$ cat src/sv/brb_pkg.sv
// Shared types and constants for the byte ring buffer with overwrite.
// Used by brb_ctrl, brb_datapath and byte_ring_buffer_overwrite_core.
// No dependencies.
package brb_pkg;

   localparam int STORE_DEPTH_DEF    = 1024;
   localparam int MAX_READ_BURST_DEF = 64;
   localparam int CAP_W              = 11;
   localparam int LEN_W              = 12;
   localparam int DATA_W             = 8;
   localparam int TYPE_W             = 4;
   localparam int CAP_RESET          = 1024;
   localparam int CAP_LIMIT          = 2047;   // upper limit on capacity; a smaller store depth lowers it

   typedef enum logic [TYPE_W-1:0] {
      REQ_CLEAR     = 4'd0,
      REQ_WRITE     = 4'd1,
      REQ_TRY_WRITE = 4'd2,
      REQ_FORCED    = 4'd3,
      REQ_FALLBACK  = 4'd4,
      REQ_READ      = 4'd5,
      REQ_PEEK      = 4'd6,
      REQ_PURGE     = 4'd7,
      REQ_COUNT     = 4'd8
   } req_code_type;

   typedef enum logic [1:0] {
      BK_NONE   = 2'd0,
      BK_WRITE  = 2'd1,
      BK_TRY    = 2'd2,
      BK_FORCED = 2'd3
   } burst_kind_type;

   typedef enum logic [1:0] {
      ST_IDLE,
      ST_RD_ADDR,
      ST_RD_DATA
   } brb_state_type;

   typedef struct packed {
      logic [TYPE_W-1:0] req_type;
      logic [LEN_W-1:0]  req_len;
      logic [DATA_W-1:0] data_in;
   } req_item_type;

   typedef struct packed {
      logic [DATA_W-1:0] data_out;
      logic              data_valid;
      logic [LEN_W-1:0]  moved_count;
      logic              last_result;
   } rsp_item_type;

   // controller -> datapath
   typedef struct packed {
      logic accept;
      logic rd_issue;
      logic rd_deliver;
   } brb_cmd_type;

   // datapath -> controller
   typedef struct packed {
      logic rsp_full;
      logic burst_silent;
      logic read_start;
      logic read_last;
   } brb_status_type;

endpackage

$ cat src/sv/brb_ctrl.sv
// Request sequencer for the byte ring buffer: accepts requests and steps
// multi-byte read/peek bursts through the store. Depends on brb_pkg.
module brb_ctrl (
   input  logic                    clock,
   input  logic                    reset,
   input  logic                    req_valid,
   output logic                    req_ready,
   input  logic                    rsp_ready,
   input  brb_pkg::brb_status_type status,
   output brb_pkg::brb_cmd_type    cmd
);
   import brb_pkg::*;

   brb_state_type state_ff, state_in;
   logic          out_free;

   always_ff @(posedge clock) begin
      if (reset) begin
         state_ff <= ST_IDLE;
      end else begin
         state_ff <= state_in;
      end
   end

   assign out_free = !status.rsp_full || rsp_ready;

   always_comb begin
      state_in       = state_ff;
      req_ready      = 1'b0;
      cmd            = '0;
      unique case (state_ff)
         ST_IDLE: begin
            // middle bytes of a write burst give no result, so they never wait
            req_ready  = out_free || status.burst_silent;
            cmd.accept = req_valid && req_ready;
            if (cmd.accept && status.read_start) begin
               state_in = ST_RD_ADDR;
            end
         end
         ST_RD_ADDR: begin
            cmd.rd_issue = 1'b1;
            state_in     = ST_RD_DATA;
         end
         ST_RD_DATA: begin
            if (out_free) begin
               cmd.rd_deliver = 1'b1;
               state_in       = status.read_last ? ST_IDLE : ST_RD_ADDR;
            end
         end
         default: begin
            state_in = ST_IDLE;
         end
      endcase
   end

endmodule

$ cat config.mk
export PLATFORM = sky130hd
export DESIGN_NAME = brb_ctrl
export DESIGN_NICKNAME = d
export VERILOG_FILES = /design/src/sv/brb_pkg.sv /design/src/sv/brb_ctrl.sv
export SDC_FILE = /design/constraint.sdc
export NUM_CORES = 1
export LEC_CHECK = 0
export BUFFER_PORTS_ARGS = -buffer_cell sky130_fd_sc_hd__buf_4
export CORE_AREA = 2 2 39 41
export DETAILED_ROUTE_END_ITERATION = 8
export DIE_AREA = 0 0 41 43
export PLACE_DENSITY = 0.42
export SETUP_SLACK_MARGIN = 0.3
export SYNTH_ARGS = -nofsm -noshare
export SYNTH_HDL_FRONTEND = slang
export SYNTH_SLANG_ARGS = --single-unit
$ cat constraint.sdc
create_clock -name clock -period 0.91 [get_ports clock]
set_input_delay 0.182 -clock clock [delete_from_list [all_inputs] [get_ports clock]]
set_output_delay 0.182 -clock clock [all_outputs]
set_load 0.01 [all_outputs]
# Word level (Yosys, flattened, before mapping)
# Cells that the tools add are included.
[totals]
ff_bits = 2
out_inout_bits = 4
elab_cells = 21
[classes]
eq_ne = 4
n_mux = 9
reduce_logical = 7
[ops]
columns = ["cell", "count"]
rows = [
  ["1-bit 2-to-1 mux", 6],
  ["2-bit one-hot mux with 3 select lines", 1],
  ["2-bit 2-to-1 mux", 2],
  ["2-bit != test, second input constant", 2],
  ["2-bit by 1-bit equality test with 1-bit output, second input constant", 1],
  ["2-bit equality test, second input constant", 1],
  ["1-bit logical AND", 2],
  ["2-bit zero test", 1],
  ["1-bit logical OR", 2],
  ["2-bit AND reduction", 1],
  ["1-bit zero test", 1],
]

# Depth between registers and ports, before layout
[logic_depth]
depth_word = 7
mapped_depth = 3

# Worst setup path before layout
# OpenSTA, ideal clock, no wires.
[synth_path]
kind = "flip-flop to output port"
start = "register state_ff[1]"
end = "output cmd[2] (netlist name)"
arrival_time_ns = 0.895
t_required_ns = 0.728
path_slack_ns = -0.167
path_stages_with_launch = 3
n_path_buf = 0
cell_sequence = "dfxtp_1 > nor3_1 > and2_1"
[synth_lines]
columns = ["element", "line_no", "source"]
rows = [
  ["from (decl)", "brb_ctrl.sv:14", "brb_state_type state_ff, state_in;"],
  ["from (signal assigned)", "brb_ctrl.sv:21", "state_ff <= state_in;"],
  ["to (decl)", "brb_ctrl.sv:10", "output brb_pkg::brb_cmd_type cmd"],
]

==> summary.md <==
| Metric | Value |
|---|---|
| Vias in the first global route | ~180 |
| CTS Buffer Depth | 2 |
| Biggest register | state_ff |
| Design area | roughly 330 µm² |
| Failing checks | setup timing |
| Critical Path Start Type | register |
| Hold path cells | 2 |
| Reg2reg path depth | 3 |
| Gr busiest metal | met1 |
| Clock Skews | 1.01 ps |
| Seq pwr share | 24.5% |
| Ratio of cells with drive above 1 in the final layout | 81.3% |
| Fill count | roughly 160 |
| PortBufs | 11 |
| Net Count, Synth | 24 |
| Asr flop ratio synth | 0% |
| Post-route ant nets | 0 |
| Most frequent cells after synthesis | nor2b_1, dfxtp_1 |
| CTS tree | built |
| Pin count of the biggest net entering global routing | 5 |
| Die height | 43 µm |
| I/O pin total | 12 |
| Endpoints failing hold | 0 |
| Top flop regs | state_ff: 2 flops |
| Sequential fraction of the synthesis area | between 20% and 30% |
| Syn avg cell area | ~8.4 µm² |
| Fin crit share | 129% |
| Post-synth EDFFs | 0 |
| Status | complete, but fails checks |
| Total Routed Length | approximately 430 µm |
| Cell-internal power | ~310 µW |
| Sink Count | 2 |
| Core area | 0.00138 mm² |
| Gp weighted congestion | 0.606 |
| Pwr dens | roughly 1200 mW/mm² |
| Diode count | 0 |
| RSZ-0062 raised after global routing | yes |
| Final period demand of the worst path | 1170 ps |
| Skew-Pair Late Insertion Delay | 220 ps |
| Switch Pwr | about 90 µW |
| Relative slew slack | between 70% and 80% |
| Tot GR Track Use | ~6.6% |
| Aggregate global routing overflow | 0 |
| First-pass GRT wire length | 731 µm |
| Post-Syn Area | roughly 140 µm² |
| Slew Limit Fails | 0 |
| Grt met3 use | under 10% |
| TritonCTS Buffers | 3 |
| Die W | 41 µm |
| Via count | 170 |
| Combinational Power Share | 27.5% |
| VDD IR max | about 0.53 mV |
| Met1 Usage GRT | under 10% |
| Max reg flops | 2 |
| Critical path class | register to output port |
| CP arrival | between 900 and 1000 ps |
| Synth Register Bits | 2 |
| Fmax | between 800 and 900 MHz |
| Met2 Usage GRT | 7.19% |
| Synth area leaders | dfxtp_1, nor2b_1, nor3b_2 |
| Yosys warns | 0 |
| Worst EP required | 730 ps |
| Synth top area share | 29.6% |
| Sw Ratio | 22.9% |
| Crit. End Element | output port |
| Post-detail-place hpwl | between 300 and 400 µm |
| Worst Max-Slew Pin Slew | ~300 ps |
| Mapped Cells | 16 |
| Top-count cell post-synth | nor2b_1 |
| Total Power | between 400 and 500 µW |
| CTS H-tree lvls | 1 |
| Setup ws final | -264 ps |
| Initial antenna violation count | 0 |
| Drt first-iter violations | 0 |
| Max cap viols | 0 |
| Initial Util | under 10% |
| Clock network power share | slightly below 50% |
| Leakage | around 0.14 nW |
| Clock Root Buffer | clkbuf_4 |
| Final setup vio count | 5 |
| Worst Hold Class | input port to register |
| DIE AREA | 0.00176 mm² |
| Cell taking the most area after synthesis | dfxtp_1 |
| Critical path peak fanout | 4 |
| Unique masters post-synth | 12 |
| Placed inst area | between 200 and 300 µm² |
| Routed WL per cell | about 9 µm |
| DRC viols | 0 |
| Clock Pin Slew Worst Setup and Hold Paths | around 30 ps |
| Nets@finish | 42 |
| DR vias/cell | ~3.5 |
| Layout area overhead | 143% |
| Rows | 14 |
| Top FF cell, synth | dfxtp_1 |
| Router iterations before antenna repair | 1 |
layer usage:
metal / wire, µm / vias to the layer above / part of all wire [%]
li1: - / 86 / -
met1: 214 / 68 / 50
met2: 140 / 14 / 32
met3: 61 / 2 / 14
met4: 15 / 0 / 3.5
met5: 0 / - / 0
timing repair:
item                                    CTS  global route
cloned                                    0             0
endpoints found under the setup margin    6             6
buffers inserted                          1             0
gates resized for setup                   5             2
pin swaps                                 2             0
hold buffers                              0             0
cell families after synthesis:
group / Yosys count / share of synthesized area, %
compound gates: 2 / 11.1
buf+inv: 1 / 5.56
flops: 2 / 29.6
simple gates: 11 / 53.7
power by group through the flow:
| stage | clock (mW) | sequential (mW) | combinational, mW |
|---|---|---|---|
| floorplan | 0 | 0.0994 | 0.0438 |
| global placement | 0 | 0.0991 | 0.0922 |
| detailed placement | 0 | 0.0995 | 0.0941 |
| CTS | 0.206 | 0.0980 | 0.108 |
| global route | 0.210 | 0.0989 | 0.121 |
| finish | 0.193 | 0.0985 | 0.110 |
critical path: stages, from the launching register on:
cell and delay (ps):
dfxtp_2 370, nor2b_4 160, nor2b_4 130, buf_4 110
final cells by class:
type,count,area [µm²],area share [%]
sequential,2,45.0,13.7
clock buffer,3,22.5,6.87
multi-input combinational,13,124,37.8
tap,16,20.0,6.11
timing repair buffer,14,116,35.5
per-stage QoR:
step                instances  setup WS [ps]  util, %  hold slack (ps)  setup TNS (ps)
finish                     48           -264     23.7              123            -996
floorplan                  16          -6.16        -              245           -6.16
global placement           44           -164     19.6              351            -336
global route               48           -323     23.7              127           -1250
CTS                        48           -275     23.1              114           -1060
detailed placement         44           -189     19.6              354            -398
final timing paths:
check	startpoint	endpoint	slack (ps)
worst max-delay path	state_ff[1]	cmd[0]	-260
worst min-delay path	reset	state_ff[0]	120
worst max register to register	state_ff[1]	state_ff[0]	-30
worst min register to register	state_ff[0]	state_ff[0]	560
placed cells by master, fill, tap and decap left out, types with 3 or more instances in the layout:
cell	count
clkbuf_4	3
buf_6	3
buf_4	11
nor2b_4	3
No activity file was read; power rests on OpenSTA's default activity.
